### src/pjc_pkg.sv
// ----------------------------------------------------------------------------
// pjc_pkg
// Shared types, constants and the odd-prime table for the pseudosquare
// Jacobi check core.
// ----------------------------------------------------------------------------
package pjc_pkg;

  // fixed field widths of the channels
  localparam int N_VALUE_W     = 64;
  localparam int LIMIT_W       = 10;

  // prime table geometry
  localparam int PRIME_ROM_LEN = 73;
  localparam int PRIME_W       = 9;
  localparam int ROM_IDX_W     = 7;

  // radix-4 digits needed to reduce a 9-bit residue
  localparam int JAC_DIGITS    = 5;

  // request to the shared remainder unit
  typedef struct packed {
    logic start;
    logic short_op;   // 1: reduce the 9-bit operand, 0: reduce the candidate
  } mod_req_t;

  // odd primes 3..373
  function automatic logic [PRIME_W-1:0] prime_rom(input logic [ROM_IDX_W-1:0] idx);
    logic [PRIME_W-1:0] q;
    case (idx)
      7'd0:  q = 9'd3;    7'd1:  q = 9'd5;    7'd2:  q = 9'd7;    7'd3:  q = 9'd11;
      7'd4:  q = 9'd13;   7'd5:  q = 9'd17;   7'd6:  q = 9'd19;   7'd7:  q = 9'd23;
      7'd8:  q = 9'd29;   7'd9:  q = 9'd31;   7'd10: q = 9'd37;   7'd11: q = 9'd41;
      7'd12: q = 9'd43;   7'd13: q = 9'd47;   7'd14: q = 9'd53;   7'd15: q = 9'd59;
      7'd16: q = 9'd61;   7'd17: q = 9'd67;   7'd18: q = 9'd71;   7'd19: q = 9'd73;
      7'd20: q = 9'd79;   7'd21: q = 9'd83;   7'd22: q = 9'd89;   7'd23: q = 9'd97;
      7'd24: q = 9'd101;  7'd25: q = 9'd103;  7'd26: q = 9'd107;  7'd27: q = 9'd109;
      7'd28: q = 9'd113;  7'd29: q = 9'd127;  7'd30: q = 9'd131;  7'd31: q = 9'd137;
      7'd32: q = 9'd139;  7'd33: q = 9'd149;  7'd34: q = 9'd151;  7'd35: q = 9'd157;
      7'd36: q = 9'd163;  7'd37: q = 9'd167;  7'd38: q = 9'd173;  7'd39: q = 9'd179;
      7'd40: q = 9'd181;  7'd41: q = 9'd191;  7'd42: q = 9'd193;  7'd43: q = 9'd197;
      7'd44: q = 9'd199;  7'd45: q = 9'd211;  7'd46: q = 9'd223;  7'd47: q = 9'd227;
      7'd48: q = 9'd229;  7'd49: q = 9'd233;  7'd50: q = 9'd239;  7'd51: q = 9'd241;
      7'd52: q = 9'd251;  7'd53: q = 9'd257;  7'd54: q = 9'd263;  7'd55: q = 9'd269;
      7'd56: q = 9'd271;  7'd57: q = 9'd277;  7'd58: q = 9'd281;  7'd59: q = 9'd283;
      7'd60: q = 9'd293;  7'd61: q = 9'd307;  7'd62: q = 9'd311;  7'd63: q = 9'd313;
      7'd64: q = 9'd317;  7'd65: q = 9'd331;  7'd66: q = 9'd337;  7'd67: q = 9'd347;
      7'd68: q = 9'd349;  7'd69: q = 9'd353;  7'd70: q = 9'd359;  7'd71: q = 9'd367;
      7'd72: q = 9'd373;
      default: q = 9'd373;
    endcase
    return q;
  endfunction

endpackage

### src/pjc_mod_unit.sv
// ----------------------------------------------------------------------------
// pjc_mod_unit
// Shared remainder unit: restoring reduction by a 9-bit odd divisor, two
// dividend bits per cycle, most significant first.
// ----------------------------------------------------------------------------
module pjc_mod_unit #(
  parameter int N_WIDTH = 64
) (
  input  logic                         clk,
  input  logic                         rst_n,
  input  pjc_pkg::mod_req_t            req,
  input  logic [N_WIDTH-1:0]           dividend,
  input  logic [pjc_pkg::PRIME_W-1:0]  short_value,
  input  logic [pjc_pkg::PRIME_W-1:0]  divisor,
  output logic                         done,
  output logic [pjc_pkg::PRIME_W-1:0]  rem
);
  import pjc_pkg::*;

  localparam int LongW   = 2 * ((N_WIDTH + 1) / 2);
  localparam int ShW     = (LongW > 2 * JAC_DIGITS) ? LongW : 2 * JAC_DIGITS;
  localparam int LongDig = ShW / 2;
  localparam int CntW    = $clog2(LongDig + 1);

  logic [ShW-1:0]     sh_r, sh_nxt;
  logic [PRIME_W-1:0] rem_r, rem_nxt;
  logic [PRIME_W-1:0] div_r, div_nxt;
  logic [CntW-1:0]    cnt_r, cnt_nxt;
  logic               busy_r, busy_nxt;
  logic               done_r, done_nxt;

  // one restoring step: shift in a bit, subtract the divisor if it fits
  function automatic logic [PRIME_W-1:0] rstep(input logic [PRIME_W-1:0] r,
                                               input logic b,
                                               input logic [PRIME_W-1:0] d);
    logic [PRIME_W:0] t;
    t = {r, b};
    if (t >= {1'b0, d}) begin
      t = t - {1'b0, d};
    end
    return t[PRIME_W-1:0];
  endfunction

  // next-state logic
  always_comb begin
    sh_nxt   = sh_r;
    rem_nxt  = rem_r;
    div_nxt  = div_r;
    cnt_nxt  = cnt_r;
    busy_nxt = busy_r;
    done_nxt = 1'b0;
    if (req.start) begin
      div_nxt  = divisor;
      rem_nxt  = '0;
      busy_nxt = 1'b1;
      if (req.short_op) begin
        sh_nxt  = ShW'(short_value) << (ShW - 2 * JAC_DIGITS);
        cnt_nxt = CntW'(JAC_DIGITS);
      end else begin
        sh_nxt  = ShW'(dividend);
        cnt_nxt = CntW'(LongDig);
      end
    end else if (busy_r) begin
      rem_nxt = rstep(rstep(rem_r, sh_r[ShW-1], div_r), sh_r[ShW-2], div_r);
      sh_nxt  = sh_r << 2;
      cnt_nxt = cnt_r - 1'b1;
      if (cnt_r == CntW'(1)) begin
        busy_nxt = 1'b0;
        done_nxt = 1'b1;
      end
    end
  end

  // control registers
  always_ff @(posedge clk) begin
    if (!rst_n) begin
      busy_r <= 1'b0;
      done_r <= 1'b0;
      cnt_r  <= '0;
    end else begin
      busy_r <= busy_nxt;
      done_r <= done_nxt;
      cnt_r  <= cnt_nxt;
    end
  end

  // datapath registers
  always_ff @(posedge clk) begin
    sh_r  <= sh_nxt;
    rem_r <= rem_nxt;
    div_r <= div_nxt;
  end

  assign done = done_r;
  assign rem  = rem_r;

endmodule

### src/pseudosquare_jacobi_check_core.sv
// ----------------------------------------------------------------------------
// pseudosquare_jacobi_check_core
// Pseudosquare candidate test: n = 1 mod 8 and Jacobi (n | q) = 1 for every
// tabulated odd prime q up to the given limit.
// ----------------------------------------------------------------------------
// One transaction is worked on at a time. A candidate that is not 1 mod 8
// goes from S_IDLE straight to S_DONE. Otherwise each checked prime costs one
// pass of the shared remainder unit over the candidate plus the Jacobi loop on
// the 9-bit residue: a halving step for each factor of two, and a short pass
// of the same remainder unit for every reciprocity swap. The finished result
// sits in an output register, so the next candidate is taken while the previous
// result waits for out_ready.
module pseudosquare_jacobi_check_core #(
  parameter int NUM_PRIMES = 73,
  parameter int N_WIDTH    = 64
) (
  input  logic                           clk,
  input  logic                           rst_n,
  input  logic                           in_valid,
  output logic                           in_ready,
  input  logic [pjc_pkg::N_VALUE_W-1:0]  in_n_value,
  input  logic [pjc_pkg::LIMIT_W-1:0]    in_prime_limit,
  output logic                           out_valid,
  input  logic                           out_ready,
  output logic                           out_is_pseudo
);
  import pjc_pkg::*;

  localparam int Count = (NUM_PRIMES > PRIME_ROM_LEN) ? PRIME_ROM_LEN :
                         ((NUM_PRIMES < 1) ? 1 : NUM_PRIMES);
  localparam int IdxW  = (Count > 1) ? $clog2(Count) : 1;

  typedef enum logic [2:0] {
    S_IDLE,
    S_CHK,
    S_MODN,
    S_JAC,
    S_JMOD,
    S_DONE
  } state_t;

  state_t             state_r;
  logic [N_WIDTH-1:0] n_r;
  logic [LIMIT_W-1:0] limit_r;
  logic [IdxW-1:0]    idx_r;
  logic [PRIME_W-1:0] x_r;
  logic [PRIME_W-1:0] m_r;
  logic               neg_r;
  logic               pass_r;
  logic               out_valid_r;
  logic               out_is_pseudo_r;

  logic [PRIME_W-1:0] q;
  logic               q_over;
  logic               jac_swap;
  logic               swap_flip;
  logic               half_flip;
  mod_req_t           mod_req;
  logic               mod_done;
  logic [PRIME_W-1:0] mod_rem;

  // current prime and whether it lies above the limit
  assign q      = prime_rom(ROM_IDX_W'(idx_r));
  assign q_over = {1'b0, q} > limit_r;

  // jacobi step decisions
  assign jac_swap  = (state_r == S_JAC) && (x_r != '0) && x_r[0];
  assign swap_flip = (m_r[1:0] == 2'b11) && (x_r[1:0] == 2'b11);
  assign half_flip = (m_r[2:0] == 3'd3) || (m_r[2:0] == 3'd5);

  // remainder unit requests
  always_comb begin
    mod_req.start    = ((state_r == S_CHK) && !q_over) || jac_swap;
    mod_req.short_op = (state_r == S_JAC);
  end

  pjc_mod_unit #(
    .N_WIDTH (N_WIDTH)
  ) u_mod (
    .clk         (clk),
    .rst_n       (rst_n),
    .req         (mod_req),
    .dividend    (n_r),
    .short_value (m_r),
    .divisor     ((state_r == S_CHK) ? q : x_r),
    .done        (mod_done),
    .rem         (mod_rem)
  );

  // sequencer
  always_ff @(posedge clk) begin
    if (!rst_n) begin
      state_r         <= S_IDLE;
      out_valid_r     <= 1'b0;
      out_is_pseudo_r <= 1'b0;
      idx_r           <= '0;
      neg_r           <= 1'b0;
      pass_r          <= 1'b0;
    end else begin
      // output register drains; in S_DONE the reload below decides instead
      if (out_valid_r && out_ready && (state_r != S_DONE)) begin
        out_valid_r <= 1'b0;
      end
      case (state_r)
        S_IDLE: begin
          if (in_valid) begin
            n_r     <= in_n_value[N_WIDTH-1:0];
            limit_r <= in_prime_limit;
            idx_r   <= '0;
            if (in_n_value[2:0] != 3'd1) begin
              pass_r  <= 1'b0;
              state_r <= S_DONE;
            end else begin
              state_r <= S_CHK;
            end
          end
        end
        S_CHK: begin
          if (q_over) begin
            pass_r  <= 1'b1;
            state_r <= S_DONE;
          end else begin
            m_r     <= q;
            state_r <= S_MODN;
          end
        end
        S_MODN: begin
          if (mod_done) begin
            x_r     <= mod_rem;
            neg_r   <= 1'b0;
            state_r <= S_JAC;
          end
        end
        S_JAC: begin
          if (x_r == '0) begin
            if ((m_r == PRIME_W'(1)) && !neg_r) begin
              if (idx_r == IdxW'(Count - 1)) begin
                pass_r  <= 1'b1;
                state_r <= S_DONE;
              end else begin
                idx_r   <= idx_r + 1'b1;
                state_r <= S_CHK;
              end
            end else begin
              pass_r  <= 1'b0;
              state_r <= S_DONE;
            end
          end else if (!x_r[0]) begin
            x_r   <= x_r >> 1;
            neg_r <= neg_r ^ half_flip;
          end else begin
            // swap: new modulus is the odd x, old modulus gets reduced by it
            m_r     <= x_r;
            neg_r   <= neg_r ^ swap_flip;
            state_r <= S_JMOD;
          end
        end
        S_JMOD: begin
          if (mod_done) begin
            x_r     <= mod_rem;
            state_r <= S_JAC;
          end
        end
        S_DONE: begin
          if (!out_valid_r || out_ready) begin
            out_valid_r     <= 1'b1;
            out_is_pseudo_r <= pass_r;
            state_r         <= S_IDLE;
          end
        end
        default: begin
          state_r <= S_IDLE;
        end
      endcase
    end
  end

  assign in_ready      = (state_r == S_IDLE);
  assign out_valid     = out_valid_r;
  assign out_is_pseudo = out_is_pseudo_r;

endmodule

### config.mk
export PLATFORM = sky130hd
export DESIGN_NAME = pseudosquare_jacobi_check_core
export DESIGN_NICKNAME = d
export VERILOG_FILES = /design/src/pjc_pkg.sv /design/src/pjc_mod_unit.sv /design/src/pseudosquare_jacobi_check_core.sv
export SDC_FILE = /design/constraint.sdc
export NUM_CORES = 1
export LEC_CHECK = 0
export BUFFER_PORTS_ARGS = -buffer_cell sky130_fd_sc_hd__buf_2
export CORE_AREA = 2 2 163 165
export DETAILED_ROUTE_END_ITERATION = 8
export DIE_AREA = 0 0 165 167
export PLACE_DENSITY = 0.58
export SYNTH_ARGS = -nofsm -noshare
export SYNTH_HDL_FRONTEND = slang
export SYNTH_SLANG_ARGS = --single-unit
### constraint.sdc
create_clock -name clk -period 5.2 [get_ports clk]
set_clock_uncertainty 0.15 [all_clocks]
set_input_delay 0 -clock clk [delete_from_list [all_inputs] [get_ports clk]]
set_output_delay 0 -clock clk [all_outputs]
set_load 0.05 [all_outputs]
# [Word level (Yosys, flattened, before mapping)]
# Memories as Yosys holds them, arrays and structs flattened. A register that Yosys moved wholly into a read port is not among the register bits.
# Index checks and enable logic that the tools add are counted.
[totals] mem_count=1 reg_bits=196 rom_bits=1024
[memory_table] name="(no name shown)" depth=128 width=8 read_ports=1 rd_clocked_by_memory_dff=1 write_ports=0 line_no="pjc_pkg.sv:29" rtl="case (idx)"
[classes] reduce_logical=33 order_cmp=3 n_bitwise=4 mux=54 eq_ne=29 addsub=4
[op_table] op="$mux W64" n=3
[op_table] op="$mux W9" n=11
[op_table] op="$mux W7" n=6
[op_table] op="$pmux W9 S2" n=2
[op_table] op="$mux W3" n=9
[op_table] op="$ge A10 B9 Y1" n=2
[op_table] op="$mux W6" n=3
[op_table] op="$sub A9 B9 Y9" n=2
[op_table] op="$mux W1" n=16
[op_table] op="$ne A2 B2 Y1 const B" n=8
[op_table] op="$pmux W3 S5" n=1
[op_table] op="$reduce_and A5 Y1" n=3
[op_table] op="$pmux W7 S2" n=1
[op_table] op="$gt A9 B10 Y1" n=1
[op_table] op="$ne A2 B1 Y1 const B" n=5
[op_table] op="$reduce_bool A2 Y1" n=5
[op_table] op="$eq A3 B2 Y1 const B" n=3
[op_table] op="$eq A3 B3 Y1 const B" n=3
[op_table] op="$eq A9 B1 Y1 const B" n=1
[op_table] op="$logic_not A9 Y1" n=1
[op_table] op="$reduce_bool A9 Y1" n=1
[op_table] op="$reduce_and A4 Y1" n=2
[op_table] op="$add A7 B1 Y7 const B" n=1
[op_table] op="$eq A7 B7 Y1 const B" n=1
[op_table] op="other kinds (21)" n=36

# [Longest topological paths before layout]
# Gate-level depths: netlist (run 1).
[logic_depth] ltp_word=7 ltp_mapped=23

# [By module]
# A second synthesis (run 1) with hierarchy kept.
[hier_totals] hier_cells=934 area_unflattened_um2=10126.0
[by_module_without_submodules] mod="pseudosquare_jacobi_check_core" area_each_um2=5293.8 cells_per_inst=458 instances=1
[by_module_without_submodules] mod="pjc_mod_unit" area_each_um2=4832.1 cells_per_inst=476 instances=1

# [Worst setup path before layout (run 1)]
# No wires, ideal clock.
[synth_timing] path_type="register to register" start="register state_r[1]" end="register limit_r[0] (enable)" period_less_slack_ps=5435 arrival_time_ps=4778 path_buffers=2 slack_ps=-235 path_stages_with_launch=7 t_required_ps=4543 cell_sequence="dfxtp_1 > buf_6 > or2_1 > buf_2 > nor2_1 > nand2_1 > nor2_1"
[synth_via] elab_chain_len=2
[synth_rtl] item="start, declared" line_no="pseudosquare_jacobi_check_core.sv:42" rtl="state_t state_r;"
[synth_rtl] item="start signal, assigned" line_no="pseudosquare_jacobi_check_core.sv:93" rtl="state_r <= S_IDLE;"
[synth_rtl] item="start signal, assigned" line_no="pseudosquare_jacobi_check_core.sv:112" rtl="state_r <= S_DONE;"
[synth_rtl] item="start signal, assigned" line_no="pseudosquare_jacobi_check_core.sv:114" rtl="state_r <= S_CHK;"
[synth_rtl] item="$logic_not A3 Y1"
[synth_rtl] item="net in_ready" line_no="pseudosquare_jacobi_check_core.sv:20" rtl="output logic in_ready,"
[synth_rtl] item="$reduce_and A3 Y1 (no source line)"
[synth_rtl] item="end signal, assigned" line_no="pseudosquare_jacobi_check_core.sv:108" rtl="limit_r <= in_prime_limit;"
[synth_rtl] item="end, declared" line_no="pseudosquare_jacobi_check_core.sv:44" rtl="logic [LIMIT_W-1:0] limit_r;"
# The timed path passes the listed nets, and every way through them passes these cells.
# A chain may end at the register's enable or synchronous reset.

# [Final worst setup path (run 1)]
[layout_timing] start="register u_mod.sh_r[63]" end="register u_mod.rem_r[6], in the netlist u_mod.rem[6]"
[layout_via] elab_chain_len=6 word_cells_on_any_way=8
[layout_rtl] item="start, declared" line_no="pjc_mod_unit.sv:25" rtl="logic [ShW-1:0] sh_r, sh_nxt;"
[layout_rtl] item="start signal, assigned" line_no="pjc_mod_unit.sv:89" rtl="sh_r <= sh_nxt;"
[layout_rtl] item="$sub A9 B9 Y9 / $ge A10 B9 Y1 (equally long branches)" line_no="pjc_mod_unit.sv:39, pjc_mod_unit.sv:38"
[layout_rtl] item="$mux W9 (*)" line_no="pjc_mod_unit.sv:38" rtl="if (t >= {1'b0, d}) begin"
[layout_rtl] item="$mux W9 (*)" line_no="pjc_mod_unit.sv:63" rtl="end else if (busy_r) begin"
[layout_rtl] item="$mux W9 (*)" line_no="pjc_mod_unit.sv:52" rtl="if (req.start) begin"
[layout_rtl] item="$sub A9 B9 Y9 / $ge A10 B9 Y1 (equally long branches)" line_no="pjc_mod_unit.sv:39, pjc_mod_unit.sv:38"
[layout_rtl] item="$mux W9 (*)" line_no="pjc_mod_unit.sv:38"
[layout_rtl] item="end signal, assigned" line_no="pjc_mod_unit.sv:90" rtl="rem_r <= rem_nxt;"
[layout_rtl] item="end, declared" line_no="pjc_mod_unit.sv:26" rtl="logic [PRIME_W-1:0] rem_r, rem_nxt;"
# Mark *: on every way between the ends. The rest lies on a longest branch, timed or not. The select of a mux whose other input is x is not followed.

==> results of run 1 <==
==> layer usage <==
metal  track usage, %  up-vias  routed length (microns)
met3             2.02       35                      907
met5                0        -                        0
met1             24.8     3502                    10800
met4             4.54        0                      474
met2             26.3      180                    10800
li1                 -     3729                        -
==> registers in the layout, summed over array words and instances (netlist names), 7 cells and up <==
register     flops
x_r              9
q                8
u_mod.rem        9
idx_r            7
u_mod.div_r      9
u_mod.sh_r      64
limit_r         10
n_r             64
m_r              8
==> per-stage QoR <==
step,power (mW),area [sq um],instances,utilization (%),setup slack (ns)
finish,6.77,12500,1451,48.5,0.443
global route,7.26,12500,1451,48.5,0.0766
CTS,6.82,12500,1451,48.5,0.434
detailed placement,4.99,10900,1332,42.3,0.485
global placement,4.97,10900,1332,42.3,0.613
floorplan,4.44,10200,955,-,0.857
==> final timing paths <==
path,from,to
max reg2reg,u_mod.sh_r[63],u_mod.rem[6]
min,in_n_value[42],n_r[42]
min reg2reg,u_mod.cnt_r[1],u_mod.cnt_r[1]
max,u_mod.sh_r[63],u_mod.rem[6]
==> power by group <==
part           switching, mW  total, mW  internal, mW
Clock                  0.635       1.75          1.11
Combinational           1.40       2.38         0.978
Sequential             0.224       2.64          2.41
==> cell usage in the layout, fill, tap and decap left out, types with 5 or more instances in the layout <==
cell / instances
and2_1: 8
dfxtp_1: 39
mux2_2: 11
clkbuf_1: 5
xor2_1: 9
a21oi_1: 41
nand2b_1: 14
a31oi_1: 7
xnor2_1: 13
ha_1: 43
mux2i_1: 13
nand3_1: 68
nor2b_1: 5
nand4_1: 5
buf_4: 9
clkbuf_16: 23
bufinv_16: 6
nor3_1: 15
a221o_1: 6
a21o_1: 8
nor2_1: 51
a211oi_1: 20
inv_1: 103
nand2_1: 79
buf_2: 80
o21ai_0: 88
edfxtp_1: 164
dlygate4sd3_1: 78
o211ai_1: 6
==> area by class of cell <==
type                    instances  area, sq um
repair buffers                168         1270
flip-flops and latches        203         5710
clock buffers                  28          594
multi-input cells             595         3870
clock inverters                13          223
fillers                      2310        13300
inverters                     109          412
well taps                     335          419
==> cell families after synthesis <==
logic type	Yosys count
simple gates	278
compound gates	225
flops	203
buf+inv	157
fa+ha+maj	45
mux	25
xor+xnor	22
==> run_results.csv, run 1 <==
group,metric,value,unit
logic_synthesis,synth_fa_ha_area_share,5.66,%
min_path,min_path_cells,2,
clock_tree,cts_setup_buffers,0,
logic_synthesis,synth_enable_flop_cells,164,
setup_path,cp_top_family,"compound AO/OA/AOI/OAI gates",
drt,avgRoutedWirePerCell,15.9,microns
global_routing,first_global_vias,7286,
logic_synthesis,synth_commonest_cells,"edfxtp_1 (164), inv_1 (103), o21ai_0 (88)",
clock_tree,cts_tree,"yes",
logic_synthesis,synthMuxAreaShare,2.64,%
sta,fin_setup_tns,0,ns
setup_path,cp.arrival,5.01,ns
pwr,leakagePower,5.05,nW
clock_tree,cts.sinks,203,
pwr,vdd.ir_drop.worst,0.290,mV
sta,worstMarginPinSlew,1.13,ns
logic_synthesis,yosysMostFrequentCell,"edfxtp_1",
logic_synthesis,yosysSeqAreaShare,55.9,%
sta,whs,0.0565,ns
drt,drtAntennaViolNets,0,
setup_path,end_kind,"flip-flop",
logic_synthesis,synthFlopType,"edfxtp_1",
global_routing,grtUsageTotal,16.9,%
outcome,status,"finished clean",
clock_tree,htreeDepth,1,
clock_tree,clockRootBuffer,"clkbuf_16",
clock_tree,ctsResizeCount,0,
global_routing,grt_pass1_wl,37.6,mm
logic_synthesis,yosys.cell_types.count,78,
setup_path,cp.required,5.45,ns
setup_path,startpoint_type,"flip-flop",
logic_synthesis,synth.top_cells.by_area,"edfxtp_1 (48%), dfxtp_1 (7.6%), ha_1 (5.3%)",
logic_synthesis,synth-seq-cells,203,
global_routing,grt-ovfl-total,0,
logic_synthesis,synth_simple_gate_area_share,13.3,%
logic_synthesis,synth_top_family_by_area,"compound AO/OA/AOI/OAI gates",
die,rows,59,
drt,drt_iter0_markers,560,
sta,finalSetupViolCount,0,
sta,hold_viol,0,
drt,post-route-drc-count,0,
global_routing,antenna_found_initial,0,
logic_synthesis,syn-num-nets,1078,
logic_synthesis,synth-xor-area-share,1.89,%
die,die_area,0.0276,sq mm
logic_synthesis,yosys.area.top_type,"edfxtp_1",
logic_synthesis,synth_compound_area_share,14.2,%
place,portBuffers,80,
logic_synthesis,ys_async_sr_fraction,0,%
logic_synthesis,yosysWarnings,0,
place,place_congestion,0.862,
setup_path,crit_chain,"inv_1 -> ha_1 -> inv_1 -> fa_1 -> a21o_1 -> a21oi_1 -> o221ai_1 -> and2_1 -> nor2_1 -> mux2_2 -> ha_1 -> a21o_1 -> a21oi_1 -> o211ai_1 -> o21ai_0 -> o211ai_1 -> buf_4 -> nand2_1 -> o21ai_0 -> a211oi_1",
die,ios,81,
sta,rsz0062_at_grt,"no",
cells_and_area,insertedDiodeCount,0,
setup_path,crit_fanout,7,
clock_tree,clkLatencyLatePin,0.50,ns
setup_path,path_class,"flip-flop to flip-flop",
sta,timing.final.crit_share,91.5,%
cells_and_area,finalNetCount,1223,
place,dpl.hpwl,14.7,mm
run,drv_cap,0,
sta,max_freq,210,MHz
clock_tree,clk_path_buf_depth,3,
pwr,p_per_area,541,mW/mm^2
logic_synthesis,mappedNetlistArea,0.0102,sq mm
setup_path,crit_buf_inv,3,
cells_and_area,areaGrowthSynthToFinish,22.4,%
clock_tree,holdBufCountCts,78,
min_path,hold_path_class,"input port to flip-flop",
drt,drt_wl_total,23.0,mm
sta,slew_viol_final,0,
setup_path,reg2reg_depth,20,
logic_synthesis,synthCells,955,
die,initial_core_util,39.6,%
cells_and_area,layout-drive-gt1-share,14.8,%
logic_synthesis,syn_avg_cell_area,10.7,sq um
sta,period_needed,4.76,ns
die,core,0.0258,sq mm
logic_synthesis,synth.top_cell.area_share,48.2,%
drt,viasPerCell,5.13,
setup_path,regToRegSetupSlack,0.44,ns
clock_tree,cts_buffers,23,
clock_tree,path_clk_slew,0.06,ns
setup_path,path_depth,20,
drt,vias,7446,
global_routing,grt_start_max_net_pins,124,
die,die_x,165,microns
drt,first_pass_iters,5,
sta,max-slew-margin-rel,24.5,%
die,die_h,167,microns
setup_path,critPathSlowestCell,"fa_1",
setup_path,cp_slowest_stage_delay,0.43,ns
Note: power is estimated with default switching activity, not from simulation.
==> inputs of run 2 (changes only) <==
--- a/config.mk
+++ b/config.mk
@@ -7,9 +7,10 @@
 export LEC_CHECK = 0
 export BUFFER_PORTS_ARGS = -buffer_cell sky130_fd_sc_hd__buf_2
 export CORE_AREA = 2 2 163 165
+export CTS_BUF_LIST = sky130_fd_sc_hd__clkbuf_4
 export DETAILED_ROUTE_END_ITERATION = 8
 export DIE_AREA = 0 0 165 167
-export PLACE_DENSITY = 0.58
+export PLACE_DENSITY = 0.6
 export SYNTH_ARGS = -nofsm -noshare
 export SYNTH_HDL_FRONTEND = slang
 export SYNTH_SLANG_ARGS = --single-unit
==> constraint.sdc (replaced) <==
create_clock -name clk -period 3.92 [get_ports clk]
set_clock_uncertainty 0.15 [all_clocks]
set_input_delay 0.392 -clock clk [delete_from_list [all_inputs] [get_ports clk]]
set_output_delay 0.392 -clock clk [all_outputs]
set_load 0.05 [all_outputs]
==> run 2 against run 1 <==
The run now ends with negative setup slack left; routed wire length is 4.8% higher; clock power is 8% higher; via count is 5.2% higher; final area is 3.7% higher; critical path depth stayed put; cell count is 8.0% higher; sequential power is 31% higher; die area stayed put; worst hold slack better by 0.030 ns; global-route usage is 0.98 points higher; critical path type unchanged; critical endpoint is now u_mod.rem[1]; largest power group is now combinational logic; highest routed layer unchanged.
==> run_results.csv, run 2 (same netlist as run 1, synthesis figures left out) <==
group,metric,value,unit
setup_path,reg2reg_depth,20,
sta,slew_viol_final,0,
global_routing,grt-ovfl-total,0,
drt,drt_wl_total,24.1,mm
pwr,switching_share,34.8,%
sta,whs,0.0865,ns
setup_path,path_class,"flip-flop to flip-flop",
outcome,violations,"negative setup slack",
clock_tree,clockRootBuffer,"clkbuf_4",
sta,rsz0062_at_grt,"yes",
pwr,vdd.ir_drop.worst,0.488,mV
clock_tree,clkLatencyLatePin,0.68,ns
global_routing,grtUsageTotal,17.8,%
sta,max-slew-margin-rel,42.8,%
drt,first_pass_iters,5,
die,core,0.0258,sq mm
sta,fin_ws,-0.0784,ns
pwr,leakagePower,5.37,nW
drt,avgRoutedWirePerCell,15.4,microns
run,drv_cap,0,
global_routing,antenna_found_initial,2,
pwr,power.total,9.32,mW
clock_tree,cts_tree,"yes",
sta,hold_viol,0,
setup_path,end_kind,"flip-flop",
clock_tree,htreeDepth,2,
die,rows,59,
sta,timing.final.crit_share,102,%
pwr,p_sw,3.24,mW
sta,finalSetupViolCount,2,
setup_path,regToRegSetupSlack,-0.08,ns
sta,period_needed,4.00,ns
die,initial_core_util,39.6,%
global_routing,grt_pass1_wl,39.6,mm
cells_and_area,finalNetCount,1310,
place,dpl.hpwl,15.4,mm
outcome,status,"finished, violations left",
drt,vias,7833,
cells_and_area,n_fill_cell,2325,
sta,max_freq,250,MHz
drt,drt_iter0_markers,622,
setup_path,startpoint_type,"flip-flop",
cells_and_area,final_common_cell,"edfxtp_1",
cells_and_area,layout-drive-gt1-share,23.6,%
min_path,min_to,"u_mod.cnt_r[2]",
place,portBuffers,80,
cells_and_area,areaGrowthSynthToFinish,26.9,%
cells_and_area,multi_input_area,0.00397,sq mm
pwr,comb_power_share,42.7,%
setup_path,crit_fanout,3,
drt,drtAntennaViolNets,0,
pwr,power_frac_seq,37.0,%
cells_and_area,fin_util,50.3,%
setup_path,cp.required,4.28,ns
min_path,hold_start,"rst_n",
cells_and_area,mostFrequentLayoutCells,"edfxtp_1 (164), inv_1 (102), o21ai_0 (82)",
drt,post-route-drc-count,0,
clock_tree,cts_buffers,52,
place,place_congestion,0.890,
cells_and_area,seq_area,0.00571,sq mm
setup_path,cp_slowest_stage_delay,0.38,ns
pwr,power_frac_clock,20.3,%
setup_path,crit_buf_inv,3,
setup_path,cp.arrival,4.36,ns
die,die_area,0.0276,sq mm
min_path,hold_path_class,"input port to flip-flop",
min_path,min_path_cells,4,
global_routing,grt_start_max_net_pins,123,
sta,worstMarginPinSlew,0.856,ns
pwr,p_per_area,719,mW/mm^2
setup_path,r2r-start,"u_mod.sh_r[63]",
clock_tree,path_clk_slew,0.07,ns
global_routing,first_global_vias,7839,
die,die_h,167,microns
setup_path,crit_chain,"inv_1 -> ha_2 -> inv_2 -> fa_2 -> a21o_1 -> a21oi_2 -> o221ai_2 -> and2_4 -> nor2_4 -> mux2_4 -> ha_4 -> a21o_1 -> a21oi_2 -> o211ai_1 -> o21ai_1 -> o211ai_1 -> buf_4 -> mux2_2 -> mux2i_1 -> nor2_1",
clock_tree,cts.sinks,203,
setup_path,critPathSlowestCell,"edfxtp_1",
cells_and_area,reg_top3,"n_r (64), u_mod.sh_r (64), limit_r (10)",
pwr,internal-power,6.07,mW
clock_tree,clk_path_buf_depth,3,
drt,viasPerCell,5.00,
die,die_x,165,microns
die,ios,81,
setup_path,cp_top_family,"compound AO/OA/AOI/OAI gates",
setup_path,reg2reg_to,"u_mod.rem[1]",
[run 2: cell type report]
cell class,instances,share of cell area (%)
multi-input cells,595,30.6
flip-flops and latches,203,44.0
repair buffers,226,13.5
inverters,109,3.18
clock inverters,18,0.840
well taps,335,3.24
clock buffers,79,4.58
diodes,2,0.0386
[run 2: power groups by stage]
stage	logic [mW]	clock network (mW)	registers [mW]
global route	4.45	2.07	3.51
global placement	3.63	0	3.48
floorplan	2.58	0	3.40
CTS	3.87	1.95	3.46
detailed placement	3.69	0	3.49
finish	3.98	1.89	3.45
[run 2: repair_timing]
action | CTS | global route
pin swaps | 13 | 11
buffers inserted | 6 | 4
gates resized for setup | 5 | 10
endpoints found under the setup margin | 9 | 9
hold endpoints to repair | 76 | 0
hold buffers | 77 | 0
[run 2: worst min-delay path, cell delays in order]
cell    delay, ns
buf_2        0.10
inv_1        0.07
buf_4        0.20
nor2_1       0.10
[run 2: how the worst max path moves through the flow]
stage                         to            from  slack [ns]  cells after the start
floorplan           u_mod.rem[1]  u_mod.sh_r[63]       0.006                     20
global placement    u_mod.rem[6]  u_mod.sh_r[63]       -0.15                     22
detailed placement  u_mod.rem[3]  u_mod.sh_r[63]       -0.21                     20
CTS                 u_mod.rem[1]  u_mod.sh_r[63]       -0.05                     21
global route        u_mod.rem[1]  u_mod.sh_r[63]       -0.32                     23
finish              u_mod.rem[1]  u_mod.sh_r[63]       -0.08                     20
[run 2: per-stage QoR]
stage	TNS, ns	instances	worst slack [ns]	instance area (sq um)
3_5_place_dp	-1.55	1382	-0.206	11400
2_1_floorplan	0	955	0.00583	10300
4_1_cts	-0.0815	1562	-0.0505	12900
3_3_place_gp	-1.02	1382	-0.150	11400
6_report	-0.113	1567	-0.0784	13000
5_1_grt	-1.79	1567	-0.319	13000
[run 2: per-layer routing]
metal | vias to the layer above | track usage [%] | part of all wire, %
met4 | 0 | 5.82 | 1.8
li1 | 3950 | - | -
met1 | 3669 | 25.0 | 47
met5 | - | 0 | 0
met2 | 186 | 28.0 | 47
met3 | 28 | 3.16 | 4.6
==> inputs of run 3 (changes only) <==
--- a/config.mk
+++ b/config.mk
@@ -6,10 +6,10 @@
 export NUM_CORES = 1
 export LEC_CHECK = 0
 export BUFFER_PORTS_ARGS = -buffer_cell sky130_fd_sc_hd__buf_2
-export CORE_AREA = 2 2 163 165
+export CORE_AREA = 2 2 229 118
 export CTS_BUF_LIST = sky130_fd_sc_hd__clkbuf_4
 export DETAILED_ROUTE_END_ITERATION = 8
-export DIE_AREA = 0 0 165 167
+export DIE_AREA = 0 0 231 120
 export PLACE_DENSITY = 0.6
 export SYNTH_ARGS = -nofsm -noshare
 export SYNTH_HDL_FRONTEND = slang
==> run 3 against run 2 <==
The run still ends with negative setup slack left; non-clock buffer count rose by 4; fmax fell by 1.9%; total power rose by 3.1%; clock power fell by 7%; routed wire length rose by 8.0%; critical endpoint unchanged; cell count rose by 0.26%; core utilization fell by 0.086 points; flip-flop and latch count did not move; via count rose by 0.84%; global-route usage rose by 1.1 points; worst hold slack improved by 0.11 ns; critical path depth did not move.
==> run_results.csv, run 3 (same netlist as run 1, synthesis figures left out) <==
group,metric,value,unit
global_routing,antenna_found_initial,0,
setup_path,crit_fanout,3,
cells_and_area,n_fill_cell,2360,
clock_tree,path_clk_slew,0.08,ns
setup_path,path_class,"flip-flop to flip-flop",
die,ios,81,
pwr,vdd.ir_drop.worst,0.358,mV
setup_path,startpoint_type,"flip-flop",
clock_tree,cts_tree,"yes",
sta,period_needed,4.08,ns
sta,slew_viol_final,0,
setup_path,end_kind,"flip-flop",
sta,max_freq,245,MHz
cells_and_area,final_common_cell,"edfxtp_1",
sta,max-slew-margin-rel,31.6,%
sta,fin_setup_tns,-0.422,ns
place,portBuffers,80,
die,die_area,0.0277,sq mm
run,drv_cap,0,
cells_and_area,areaGrowthSynthToFinish,27.2,%
cells_and_area,finalNetCount,1307,
cells_and_area,final_cells,1571,
sta,rsz0062_at_grt,"yes",
pwr,p_per_area,740,mW/mm^2
setup_path,cp.arrival,4.47,ns
drt,viasPerCell,5.03,
clock_tree,cts_buffers,45,
cells_and_area,reg_top3,"n_r (64), u_mod.sh_r (64), limit_r (10)",
die,core,0.0259,sq mm
clock_tree,cts.sinks,203,
drt,avgRoutedWirePerCell,16.6,microns
place,place_inst,1399,
clock_tree,clockRootBuffer,"clkbuf_4",
sta,finalSetupViolCount,8,
global_routing,grtUsageTotal,19.0,%
drt,vias,7899,
setup_path,cp.required,4.31,ns
sta,fin_ws,-0.157,ns
sta,timing.final.crit_share,104,%
cells_and_area,insertedDiodeCount,0,
global_routing,first_global_vias,7613,
cells_and_area,fin_util,50.2,%
die,die_h,120,microns
sta,worstMarginPinSlew,1.02,ns
global_routing,grt_start_max_net_pins,65,
drt,drt_iter0_markers,603,
clock_tree,htreeDepth,2,
pwr,power.total,9.61,mW
drt,post-route-drc-count,0,
outcome,status,"finished, violations left",
cells_and_area,mostFrequentLayoutCells,"edfxtp_1 (164), inv_1 (102), o21ai_0 (81)",
sta,hold_viol,0,
setup_path,crit_chain,"inv_1 -> ha_2 -> inv_2 -> fa_2 -> a21o_1 -> a21oi_2 -> o221ai_2 -> and2_4 -> nor2_4 -> mux2_4 -> ha_4 -> a21o_1 -> a21oi_2 -> o211ai_1 -> o21ai_1 -> o211ai_1 -> buf_4 -> mux2_4 -> mux2i_1 -> nor2_1",
min_path,min_path_cells,4,
place,place_ws,-0.273,ns
drt,first_pass_iters,5,
place,dpl.hpwl,17.7,mm
min_path,hold_path_class,"input port to flip-flop",
global_routing,grt_pass1_wl,41.2,mm
outcome,violations,"negative setup slack",
place,place_congestion,0.883,
drt,drtAntennaViolNets,0,
pwr,leakagePower,5.35,nW
clock_tree,clk_path_buf_depth,3,
setup_path,reg2reg_depth,20,
cells_and_area,layout-drive-gt1-share,24.2,%
drt,drt_wl_total,26.0,mm
setup_path,critPathSlowestCell,"edfxtp_1",
die,initial_core_util,39.5,%
die,rows,42,
setup_path,cp_slowest_stage_delay,0.41,ns
global_routing,grt-ovfl-total,0,
clock_tree,clkLatencyLatePin,0.67,ns
die,die_x,231,microns
==> run 3: changes by cell type in the layout (fill, tap and decap cells not counted), moves of 3 or more <==
cell | before | now
clkinv_1 | 14 | 9
clkbuf_4 | 79 | 71
o21ai_1 | 6 | 3
buf_4 | 64 | 67
o21ai_2 | 1 | 5
==> run 3: report_power, final <==
| group | switching (mW) | internal (mW) | total, mW |
|---|---|---|---|
| Sequential | 0.281 | 3.19 | 3.47 |
| Combinational | 2.32 | 2.06 | 4.38 |
| Clock | 0.864 | 0.891 | 1.75 |
==> run 3: final cells by class <==
cell class	count	area [sq um]	share of cell area, %
clock inverter	11	76.3	0.588
multi-input combinational	595	4040	31.1
sequential	203	5710	44.0
inverter	109	412	3.17
timing repair buffer	230	1770	13.7
clock buffer	71	533	4.11
tap	352	440	3.39
==> run 3: through the flow <==
step,hold slack (ns),area [sq um]
floorplan,0.301,10300
global placement,0.333,11400
detailed placement,0.344,11400
CTS,0.134,12800
global route,0.199,13000
finish,0.192,13000
==> run 3: layer usage <==
metal  vias up  wire length (microns)  global-route usage (%)
li1       3923                      -                       -
met5         -                      0                       0
met3        41                   1860                    4.06
met1      3678                  13900                    31.1
met4         0                    426                    5.08
met2       257                   9880                    24.4
==> run 3: worst paths after layout <==
| path | from | to | slack (ns) |
|---|---|---|---|
| max | u_mod.sh_r[63] | u_mod.rem[1] | -0.16 |
| min | in_valid | pass_r | 0.19 |
| max reg2reg | u_mod.sh_r[63] | u_mod.rem[1] | -0.16 |
| min reg2reg | u_mod.cnt_r[1] | u_mod.cnt_r[1] | 0.36 |
==> run 3: repair_timing <==
action	4_1_cts	5_1_grt
endpoints found under the setup margin	9	9
gates resized for setup	16	16
hold buffers	77	0
pin swaps	19	10
cloned	0	1
buffers inserted	8	6
endpoints found under the hold margin	79	0
==> run 3: critical path, delay by kind of cell (launching register included) <==
kind	cells	cell delay [ns]
compound gates	8	1.23
flops	1	0.41
mux	3	0.79
buf+inv	3	0.29
simple gates	3	0.40
fa+ha+maj	3	0.74
